File: config.mk
export PLATFORM = sky130hd
export DESIGN_NAME = matrix_multiply_engine
export DESIGN_NICKNAME = d
export VERILOG_FILES = /design/src/sv/mme_pkg.sv /design/src/sv/mme_ram.sv /design/src/sv/mme_mac.sv /design/src/sv/matrix_multiply_engine.sv
export SDC_FILE = /design/constraint.sdc
export NUM_CORES = 2
export LEC_CHECK = 0
export BUFFER_PORTS_ARGS = -buffer_cell sky130_fd_sc_hd__buf_2
export CAP_MARGIN = 20
export CORE_UTILIZATION = 54
export DETAILED_ROUTE_END_ITERATION = 16
export GPL_TIMING_DRIVEN = 0
export HOLD_SLACK_MARGIN = 0.08
export PLACE_DENSITY = 0.72
export SLEW_MARGIN = 30
export SYNTH_ARGS = -nofsm -noshare
export SYNTH_HDL_FRONTEND = slang
export SYNTH_HIERARCHICAL = 1
export SYNTH_SLANG_ARGS = --single-unit
File: constraint.sdc
create_clock -name clk -period 5.8 [get_ports clk]
set_input_delay 0.58 -clock clk [delete_from_list [all_inputs] [get_ports clk]]
set_output_delay 0.58 -clock clk [all_outputs]
set_load 0.05 [all_outputs]
File: src/sv/mme_pkg.sv
// ----------------------------------------------------------------------------
// mme_pkg
// Shared widths, command and register codes, and the control word that
// steers the multiply-accumulate unit of the matrix multiply engine.
// ----------------------------------------------------------------------------
package mme_pkg;

  localparam int CMD_W     = 2;
  localparam int IDX_W     = 3;
  localparam int DIM_W     = 4;
  localparam int VAL_W     = 16;
  localparam int SUM_W     = 35;
  localparam int CFG_IDX_W = 2;

  localparam logic [CMD_W-1:0] CMD_LOAD_A  = 2'd0;
  localparam logic [CMD_W-1:0] CMD_LOAD_B  = 2'd1;
  localparam logic [CMD_W-1:0] CMD_COMPUTE = 2'd2;

  localparam logic [CFG_IDX_W-1:0] REG_LEFT_ROWS  = 2'd0;
  localparam logic [CFG_IDX_W-1:0] REG_INNER_SIZE = 2'd1;
  localparam logic [CFG_IDX_W-1:0] REG_RIGHT_COLS = 2'd2;

  localparam logic STATUS_OK    = 1'b0;
  localparam logic STATUS_RANGE = 1'b1;

  // One step of the dot product: operands present, first term, last term.
  typedef struct packed {
    logic valid;
    logic first;
    logic last;
  } mac_ctrl_t;

endpackage

File: src/sv/mme_ram.sv
// ----------------------------------------------------------------------------
// mme_ram
// Generic single-port-write, single-port-read RAM with a registered read.
// ----------------------------------------------------------------------------
module mme_ram #(
  parameter int WIDTH = 16,
  parameter int DEPTH = 64,
  parameter int AW    = (DEPTH > 1) ? $clog2(DEPTH) : 1
) (
  input  logic             clk,
  input  logic             we,
  input  logic [AW-1:0]    waddr,
  input  logic [WIDTH-1:0] wdata,
  input  logic             re,
  input  logic [AW-1:0]    raddr,
  output logic [WIDTH-1:0] rdata
);

  logic [WIDTH-1:0] mem [DEPTH];

  always_ff @(posedge clk) begin
    if (we) begin
      mem[waddr] <= wdata;
    end
    if (re) begin
      rdata <= mem[raddr];
    end
  end

endmodule

File: src/sv/mme_mac.sv
// ----------------------------------------------------------------------------
// mme_mac
// Shared multiply-accumulate unit: one registered product per cycle, summed
// at full precision, with the total saturated to the result width.
// ----------------------------------------------------------------------------
module mme_mac #(
  parameter int MAX_DIM       = 8,
  parameter int ELEMENT_WIDTH = 16
) (
  input  logic                             clk,
  input  logic                             rst,
  input  mme_pkg::mac_ctrl_t               ctrl,
  input  logic signed [ELEMENT_WIDTH-1:0]  a,
  input  logic signed [ELEMENT_WIDTH-1:0]  b,
  output logic                             done,
  output logic signed [mme_pkg::SUM_W-1:0] result
);
  import mme_pkg::*;

  localparam int PROD_W = 2 * ELEMENT_WIDTH;
  localparam int ACC_W  = PROD_W + $clog2(MAX_DIM);
  localparam int WIDE_W = (ACC_W > SUM_W) ? ACC_W : SUM_W;
  localparam logic signed [WIDE_W-1:0] SAT_HI =
    WIDE_W'(signed'({1'b0, {(SUM_W-1){1'b1}}}));
  localparam logic signed [WIDE_W-1:0] SAT_LO = ~SAT_HI;

  logic signed [PROD_W-1:0] prod;
  mac_ctrl_t                prod_ctrl;
  logic signed [ACC_W-1:0]  acc;
  logic signed [WIDE_W-1:0] acc_wide;

  always_ff @(posedge clk) begin
    prod <= a * b;
    if (prod_ctrl.valid) begin
      acc <= prod_ctrl.first ? ACC_W'(prod) : acc + ACC_W'(prod);
    end
    if (rst) begin
      prod_ctrl <= '0;
      done      <= 1'b0;
    end else begin
      prod_ctrl <= ctrl;
      done      <= prod_ctrl.valid && prod_ctrl.last;
    end
  end

  // Saturation only bites when the accumulator is wider than SUM_W.
  always_comb begin
    acc_wide = WIDE_W'(acc);
    if (acc_wide > SAT_HI) begin
      result = SUM_W'(SAT_HI);
    end else if (acc_wide < SAT_LO) begin
      result = SUM_W'(SAT_LO);
    end else begin
      result = SUM_W'(acc_wide);
    end
  end

endmodule

File: src/sv/matrix_multiply_engine.sv
// ----------------------------------------------------------------------------
// matrix_multiply_engine
// Integer matrix multiply C = A x B on matrices held in two small RAMs,
// loaded one element per transaction and swept by a shared MAC unit.
//
//   Channel   Handshake                  Payload
//   item      item_valid / item_ready    command, row_index, col_index,
//                                        element_value
//   result    result_valid / result_ready out_row, out_col, product_value,
//                                        status, last_result
//   cfg       cfg_valid / cfg_ready      cfg_index, cfg_data
//
// Each result element needs one RAM read per inner term, then passes
// through the RAM output, product and accumulator registers. item_ready
// is low for the whole compute; a stalled result holds the sequencer.
// Reset sets the three dimension registers to 8; RAM contents are
// undefined until written.
// ----------------------------------------------------------------------------
module matrix_multiply_engine #(
  parameter int MAX_DIM       = 8,
  parameter int ELEMENT_WIDTH = 16
) (
  input  logic                                 clk,
  input  logic                                 rst,
  input  logic                                 item_valid,
  output logic                                 item_ready,
  input  logic [mme_pkg::CMD_W-1:0]            command,
  input  logic [mme_pkg::IDX_W-1:0]            row_index,
  input  logic [mme_pkg::IDX_W-1:0]            col_index,
  input  logic signed [mme_pkg::VAL_W-1:0]     element_value,
  output logic                                 result_valid,
  input  logic                                 result_ready,
  output logic [mme_pkg::IDX_W-1:0]            out_row,
  output logic [mme_pkg::IDX_W-1:0]            out_col,
  output logic signed [mme_pkg::SUM_W-1:0]     product_value,
  output logic                                 status,
  output logic                                 last_result,
  input  logic                                 cfg_valid,
  output logic                                 cfg_ready,
  input  logic [mme_pkg::CFG_IDX_W-1:0]        cfg_index,
  input  logic [mme_pkg::DIM_W-1:0]            cfg_data
);
  import mme_pkg::*;

  localparam int DEPTH  = MAX_DIM * MAX_DIM;
  localparam int ADDR_W = (DEPTH > 1) ? $clog2(DEPTH) : 1;

  localparam logic [1:0] ST_IDLE = 2'd0;
  localparam logic [1:0] ST_ERR  = 2'd1;
  localparam logic [1:0] ST_MAC  = 2'd2;
  localparam logic [1:0] ST_WAIT = 2'd3;

  function automatic logic [DIM_W-1:0] clamp_dim(input logic [DIM_W-1:0] v);
    logic [DIM_W-1:0] r;
    if (v == '0) begin
      r = DIM_W'(1);
    end else if (v > DIM_W'(MAX_DIM)) begin
      r = DIM_W'(MAX_DIM);
    end else begin
      r = v;
    end
    return r;
  endfunction

  function automatic logic [ADDR_W-1:0] elem_addr(input logic [IDX_W-1:0] r,
                                                  input logic [IDX_W-1:0] c);
    logic [2*IDX_W:0] full;
    full = (2*IDX_W+1)'(r) * (2*IDX_W+1)'(MAX_DIM) + (2*IDX_W+1)'(c);
    return ADDR_W'(full);
  endfunction

  logic [1:0]       state;
  logic [DIM_W-1:0] left_rows, inner_size, right_cols;
  logic [DIM_W-1:0] nr, nk, nc;
  logic [IDX_W-1:0] i_cnt, j_cnt, k_cnt;
  logic             acc_done;
  mac_ctrl_t        issue_ctrl;

  logic                            item_take;
  logic                            is_load, is_load_a, range_ok, load_bad, load_we;
  logic [DIM_W-1:0]                row_lim, col_lim;
  logic [ADDR_W-1:0]               load_addr, a_raddr, b_raddr;
  logic signed [ELEMENT_WIDTH-1:0] load_data;
  logic signed [ELEMENT_WIDTH-1:0] a_rdata, b_rdata;
  logic                            issue, k_last, i_last, j_last;
  logic                            out_free, res_avail, res_load;
  logic                            mac_done;
  logic signed [SUM_W-1:0]         mac_result;

  assign cfg_ready  = 1'b1;
  assign item_ready = (state == ST_IDLE);
  assign item_take  = item_valid && item_ready;

  assign nr = clamp_dim(left_rows);
  assign nk = clamp_dim(inner_size);
  assign nc = clamp_dim(right_cols);

  assign is_load   = (command == CMD_LOAD_A) || (command == CMD_LOAD_B);
  assign is_load_a = (command == CMD_LOAD_A);
  assign row_lim   = is_load_a ? nr : nk;
  assign col_lim   = is_load_a ? nk : nc;
  assign range_ok  = ({1'b0, row_index} < row_lim) && ({1'b0, col_index} < col_lim);
  assign load_bad  = item_take && is_load && !range_ok;
  assign load_we   = item_take && is_load && range_ok;
  assign load_addr = elem_addr(row_index, col_index);
  assign load_data = ELEMENT_WIDTH'(element_value);

  assign issue   = (state == ST_MAC);
  assign a_raddr = elem_addr(i_cnt, k_cnt);
  assign b_raddr = elem_addr(k_cnt, j_cnt);
  assign k_last  = (DIM_W'(k_cnt) + DIM_W'(1)) == nk;
  assign i_last  = (DIM_W'(i_cnt) + DIM_W'(1)) == nr;
  assign j_last  = (DIM_W'(j_cnt) + DIM_W'(1)) == nc;

  assign out_free  = !result_valid || result_ready;
  assign res_avail = acc_done || mac_done;
  assign res_load  = (state == ST_WAIT) && res_avail && out_free;

  mme_ram #(.WIDTH(ELEMENT_WIDTH), .DEPTH(DEPTH)) u_left_ram (
    .clk  (clk),
    .we   (load_we && is_load_a),
    .waddr(load_addr),
    .wdata(load_data),
    .re   (issue),
    .raddr(a_raddr),
    .rdata(a_rdata)
  );

  mme_ram #(.WIDTH(ELEMENT_WIDTH), .DEPTH(DEPTH)) u_right_ram (
    .clk  (clk),
    .we   (load_we && !is_load_a),
    .waddr(load_addr),
    .wdata(load_data),
    .re   (issue),
    .raddr(b_raddr),
    .rdata(b_rdata)
  );

  mme_mac #(.MAX_DIM(MAX_DIM), .ELEMENT_WIDTH(ELEMENT_WIDTH)) u_mac (
    .clk   (clk),
    .rst   (rst),
    .ctrl  (issue_ctrl),
    .a     (a_rdata),
    .b     (b_rdata),
    .done  (mac_done),
    .result(mac_result)
  );

  // Configuration registers.
  always_ff @(posedge clk) begin
    if (rst) begin
      left_rows  <= DIM_W'(8);
      inner_size <= DIM_W'(8);
      right_cols <= DIM_W'(8);
    end else if (cfg_valid && cfg_ready) begin
      case (cfg_index)
        REG_LEFT_ROWS:  left_rows  <= cfg_data;
        REG_INNER_SIZE: inner_size <= cfg_data;
        REG_RIGHT_COLS: right_cols <= cfg_data;
        default: ;
      endcase
    end
  end

  // Sequencer: one dot product at a time through the shared MAC.
  always_ff @(posedge clk) begin
    if (rst) begin
      state      <= ST_IDLE;
      i_cnt      <= '0;
      j_cnt      <= '0;
      k_cnt      <= '0;
      acc_done   <= 1'b0;
      issue_ctrl <= '0;
    end else begin
      issue_ctrl.valid <= issue;
      issue_ctrl.first <= (k_cnt == '0);
      issue_ctrl.last  <= k_last;

      if (res_load) begin
        acc_done <= 1'b0;
      end else if (mac_done) begin
        acc_done <= 1'b1;
      end

      case (state)
        ST_IDLE: begin
          if (item_take) begin
            case (command)
              CMD_LOAD_A, CMD_LOAD_B: begin
                if (!range_ok && !out_free) begin
                  state <= ST_ERR;
                end
              end
              CMD_COMPUTE: begin
                i_cnt <= '0;
                j_cnt <= '0;
                k_cnt <= '0;
                state <= ST_MAC;
              end
              default: ;
            endcase
          end
        end
        ST_ERR: begin
          if (out_free) begin
            state <= ST_IDLE;
          end
        end
        ST_MAC: begin
          if (k_last) begin
            k_cnt <= '0;
            state <= ST_WAIT;
          end else begin
            k_cnt <= k_cnt + IDX_W'(1);
          end
        end
        ST_WAIT: begin
          if (res_load) begin
            if (i_last && j_last) begin
              state <= ST_IDLE;
            end else begin
              state <= ST_MAC;
              if (j_last) begin
                j_cnt <= '0;
                i_cnt <= i_cnt + IDX_W'(1);
              end else begin
                j_cnt <= j_cnt + IDX_W'(1);
              end
            end
          end
        end
        default: state <= ST_IDLE;
      endcase
    end
  end

  // Result register.
  always_ff @(posedge clk) begin
    if (res_load) begin
      out_row       <= i_cnt;
      out_col       <= j_cnt;
      product_value <= mac_result;
      status        <= STATUS_OK;
      last_result   <= i_last && j_last;
    end else if ((load_bad && out_free) || (state == ST_ERR && out_free)) begin
      out_row       <= '0;
      out_col       <= '0;
      product_value <= '0;
      status        <= STATUS_RANGE;
      last_result   <= 1'b1;
    end
    if (rst) begin
      result_valid <= 1'b0;
    end else if (res_load || ((load_bad || state == ST_ERR) && out_free)) begin
      result_valid <= 1'b1;
    end else if (result_ready) begin
      result_valid <= 1'b0;
    end
  end

  a_done_in_wait: assert property (@(posedge clk) disable iff (rst)
    mac_done |-> (state == ST_WAIT))
    else $error("MAC finished outside the wait state");

  a_k_range: assert property (@(posedge clk) disable iff (rst)
    (state == ST_MAC) |-> ({1'b0, k_cnt} < nk))
    else $error("inner counter ran past the inner size");

  a_err_payload: assert property (@(posedge clk) disable iff (rst)
    (result_valid && status == STATUS_RANGE) |-> (product_value == '0 && last_result))
    else $error("range error result carries a nonzero payload");

  a_wait_load: assert property (@(posedge clk) disable iff (rst)
    (state == ST_WAIT && mac_done && out_free) |=> result_valid)
    else $error("finished dot product was not moved to the result register");

endmodule
* Word level (Yosys, flattened, before mapping)
Memory sizes are Yosys's and may differ from the RTL's. A register that Yosys moved wholly into a read port is not among the register bits. Index checks and enable logic that the tools add are counted.
Word-level totals: output and inout port bits 46, memories 2, register bits 142, logic and storage cells 151, bits in writable memories 2048, input bits 35
Memory list:
- u_left_ram.mem | words 64, width 16, read ports 1, clocked after memory_dff 1, wr ports 1, line mme_ram.sv:19 | logic [WIDTH-1:0] mem [DEPTH];
- u_right_ram.mem | words 64, width 16, read ports 1, clocked after memory_dff 1, wr ports 1, line mme_ram.sv:19
Cells by class: multiplexer cells 44, reduce and logical (&&, ||, !) cells 45, $add $sub $neg 10, order comparisons 7, eq/ne operators 19, multiply operators 1
Operators with widths (count):
- $mux W35 | 5
- $mux W3 | 12
- $add A35 B32 Y35 | 1
- $gt A35 B35 Y1 const B | 1
- $lt A35 B35 Y1 const B | 1
- $mul A16 B16 Y32 | 1
- $mux W4 | 8
- $add A6 B3 Y6 | 3
- $pmux W3 S2 | 3
- $logic_and A1 B1 Y1 | 15
- $add A3 B1 Y4 const B | 3
- $eq A4 B4 Y1 | 3
- $gt A4 B4 Y1 const B | 3
- $logic_not A4 Y1 | 3
- $mux W2 | 6
- $reduce_and A6 Y1 | 2
- $add A3 B1 Y3 const B | 3
- $eq A2 B2 Y1 const B | 4
- $lt A3 B4 Y1 | 2
- $mux W1 | 8
- $ne A2 B2 Y1 const B | 4
- $pmux W2 S4 | 1
- $reduce_bool A2 Y1 | 4
- $eq A2 B1 Y1 const B | 3
- 12 further kinds | 27

* Longest topological paths before layout
depth after elaboration 12, depth in mapped cells 23, gate-level depth less buffers 22

* By module
Netlist, hierarchy kept.
By module, submodules not included:
- mme_ram | area an instance 40202.3 um^2, times used 2, cells an instance 1829, sequential area each 31230.0 um^2
- mme_mac | area an instance 14041.0 um^2, times used 1, cells an instance 1546, sequential area each 1771.7 um^2
- matrix_multiply_engine | area an instance 3434.5 um^2, times used 1, cells an instance 323, sequential area each 1841.8 um^2

* Least setup slack after synthesis
No wires, ideal clock.
kind register to register, start register u_left_ram.rdata[15], read port of u_left_ram.mem, end register u_mac.prod[31], required time 5.728 ns, buffers on the path 1, period minus slack after synthesis 5.895 ns, stages on the path, launching flop included 20, setup time 0.072 ns, data arrival time 5.823 ns, setup slack -0.095 ns, cell sequence edfxtp_1 -> clkbuf_1 -> nand2_1 -> inv_1 -> fa_1 -> fa_1 -> fa_1 -> fa_1 -> fa_1 -> inv_1 -> fa_1 -> inv_1 -> ha_1 -> and4_1 -> a21oi_1 -> nand2_1 -> o41ai_2 -> o211ai_1 -> a21oi_2 -> xnor2_1
On the way: longest elaborated chain between the ends 1
RTL lines:
- from (decl) | line mme_ram.sv:16 | output logic [WIDTH-1:0] rdata
- $mul A16 B16 Y32 | line mme_mac.sv:33 | prod <= a * b;
- to (signal assigned) | line mme_mac.sv:33
- to (decl) | line mme_mac.sv:27 | logic signed [PROD_W-1:0] prod;
No other way between the ends. A chain may end at the register's enable or synchronous reset.

* Final worst setup path
start register u_left_ram.rdata[7], read port of u_left_ram.mem, end register u_mac.prod[31]
The elaborated chain is that of the path after synthesis.

==> run metrics <==
remaining global-route overflow=0; FF-to-FF Start=u_left_ram/rdata[7]; Area growth syn-to-layout=14.4%; Worst Path Arrival=6660 ps; Vias=53940; Pint=30.8 mW; CTS clock-pin slew for the worst setup and hold paths=60 ps; Row Count=155; # IOs=81; clk_lat worst skew=880 ps; Longest Clk Path Bufs=3; initial antenna violation count=16; Netlist Area Pre-Place=97900 um2; Port Buffers=79; GP Congestion=0.962; Worst Path Max Fanout=5; Comb power frac=26.4%; count of final max-slew check failures=0; layout cells sized above 1=24.9%; Setup crit end kind=flop; period utilization=102%; required time of the critical path=6530 ps; complex-gate fraction of the synthesized area=3.87%; antenna-violating nets left=0; DRC Markers=0; Hold/Removal Path Class=in -> reg; kind of critical path=reg -> reg; final hold vios=0; Post-Syn Area per Cell=17.7 um2; endpoints failing setup=6; Sw Pwr=12.2 mW; simple-gate share of the synthesized area=5.16%; Initial Util=54.6%; Ys Warns=6; mux cell area share after synthesis=12.8%; Post-Layout Inst Area=112000 um2; Worst VDD drop=548 uV; routed wire length per instance=29.9 um; fraction of registers with async set/reset=0%; Total GRT Usage=28.3%; dpl hpwl=174 mm; top_reg_cell synth=edfxtp_1; skew final=45.9 ps; share of power burned in registers=42.0%; Yosys reg bits=2222; DRT Pass-1 Iters=6; post-synthesis adder-cell area fraction=6.96%; xor/xnor share of the synthesized area=0.555%; status=complete, but fails checks; count leader, synth=edfxtp_1; Final #Nets=6449; routed wire length=256 mm; CP Launch Type=flop; core area=179000 um2; Clock Power Share=31.6%; Syn Inst Count=5527; first-pass GRT wire length=370 mm; Worst slew margin=27.2%; initial DRC count=6324; Via-to-Cell Ratio=6.30; Die Area=183000 um2; largest family of logic cells by synthesized area=multiplexers; CTS Buf Count=213; switching part of the total=28.3%; failing checks=negative setup slack; crit path launch=u_left_ram/rdata[7]; Max Clock Freq=0.169 GHz; Worst Max-Slew Pin Slew=1090 ps; H-Tree Depth=4; post-layout min period=5930 ps; top cells by area, synth=edfxtp_1 (66%), mux4_2 (10%), fa_1 (5.4%); Synth top area share=66.2%; CTS sink cnt=2222; RSZ-0062 raised after global routing=true; Post-synth EDFFs=2157; Pwr Density=384 nW/um2; post-synthesis sequential area ratio=67.5%; Commonest cells post-synth=edfxtp_1 (2157), mux4_2 (440), inv_1 (321); worst setup margin=-129 ps; Die Y=428 um; Synth Net Count=5949; vias in the first global route=53740; Root Buffer Master=clkbuf_16; Netlist cell types=92; Max-Cap Viols=0; largest net degree at the start of global routing=95; hold slack=126 ps; Leak Pwr=36.9 nW; Post-DP Area=103000 um2; die width=428 um; CTS tree=yes; Synth area leader=edfxtp_1; Worst Min Path Start=element_value[5]
==> sequential cells by signal, indices dropped and copies added (netlist names), 2 cells and up <==
signal             flops
i_cnt                  3
inner_size             4
issue_ctrl             3
j_cnt                  3
k_cnt                  3
left_rows              4
out_col                3
out_row                3
product_value         35
right_cols             4
state                  2
u_left_ram/mem      1024
u_left_ram/rdata      16
u_mac/acc             35
u_mac/prod            32
u_mac/prod_ctrl        3
u_right_ram/mem     1024
u_right_ram/rdata     16
==> cells in the final DEF (no fill, tap or decap), types with 32 or more instances in the layout <==
| cell type | count |
|---|---|
| o21ai_0 | 52 |
| buf_2 | 140 |
| mux4_2 | 440 |
| mux2i_1 | 183 |
| nor2_4 | 51 |
| buf_4 | 116 |
| nand2_1 | 289 |
| dfxtp_1 | 64 |
| inv_1 | 297 |
| and2_1 | 160 |
| buf_6 | 110 |
| nor2_2 | 80 |
| mux2_2 | 55 |
| a22oi_1 | 79 |
| fa_1 | 247 |
| clkbuf_1 | 149 |
| edfxtp_1 | 2157 |
| o21ai_1 | 32 |
| a21oi_1 | 87 |
| clkbuf_16 | 215 |
| clkinv_2 | 34 |
| a221oi_1 | 33 |
| nor2b_1 | 74 |
| buf_8 | 43 |
| nand3_1 | 64 |
| nor2_1 | 103 |
| clkinv_1 | 43 |
| ha_1 | 108 |
| xnor2_1 | 40 |
==> repair_timing <==
action                     CTS  global route
setup buffers               84            19
cloned                       0             0
pin swaps                   93            66
resized for setup          162            73
setup endpoints to repair   19            11
hold endpoints to repair    69             0
hold buffers                 9             0
==> per-stage QoR <==
stage	total power [mW]	TNS (ps)	setup slack (ps)	util, %	std cells
after floorplan	24.8	0	16.0	-	5527
after global placement	26.8	-49420	-1250	56.5	7961
after detailed placement	27.0	-13190	-1210	57.7	8063
after CTS	42.0	-136	-69.9	62.3	8543
after global routing	44.9	-1570	-305	62.5	8560
final	43.0	-433	-129	62.5	8567
==> cells by family after synthesis <==
kind of cell / count (synthesis)
mux: 686
simple gates: 1012
flops: 2222
buf+inv: 623
other cells: 1
compound gates: 534
xor+xnor: 62
fa+ha+maj: 387
==> cell type report <==
cell class / count / area (um2)
antenna: 12 / 30.0
buffer: 298 / 1960
clock buffer: 268 / 5630
clock inverter: 120 / 1200
fill: 12321 / 67200
inverter: 321 / 1210
multi-input combinational: 2682 / 29900
sequential: 2222 / 66100
tap: 2355 / 2950
timing repair buffer: 289 / 2980
==> critical path: stages (launching register included) <==
cell,delay [ps]
edfxtp_1,420
buf_6,160
buf_8,130
and2_4,130
fa_1,480
inv_1,60
fa_1,490
fa_1,500
inv_1,50
fa_1,480
fa_1,520
inv_2,40
fa_1,530
inv_2,70
ha_4,320
nand2_4,60
a21oi_4,140
a221oi_4,90
buf_12,160
a211oi_4,370
o41ai_4,140
o211ai_1,240
a21oi_2,90
xnor2_1,120
==> routing by layer <==
layer	track usage [%]	wire (um)	vias to the layer above
met5	0	32	-
met4	12.2	11500	4
met3	5.27	24100	533
met2	44.6	122000	2894
met1	39.1	98800	28095
li1	-	-	22414
==> path summary, 6_finish.rpt <==
check / endpoint / slack [ps] / depth (start not counted)
max: u_mac/prod[31] / -130 / 23
min: u_left_ram/mem[10][5] / 130 / 1
max reg2reg: u_mac/prod[31] / -130 / 23
min reg2reg: u_mac/done / 430 / 2
==> power groups by stage <==
stage               clock network [mW]  logic, mW  registers (mW)
finish                            13.6       11.4            18.1
global route                      14.4       12.5            18.1
CTS                               13.8       10.2            18.0
detailed placement                   0       8.60            18.4
global placement                     0       8.40            18.4
floorplan                            0       6.41            18.4
Note: power is estimated with default switching activity, not from simulation.
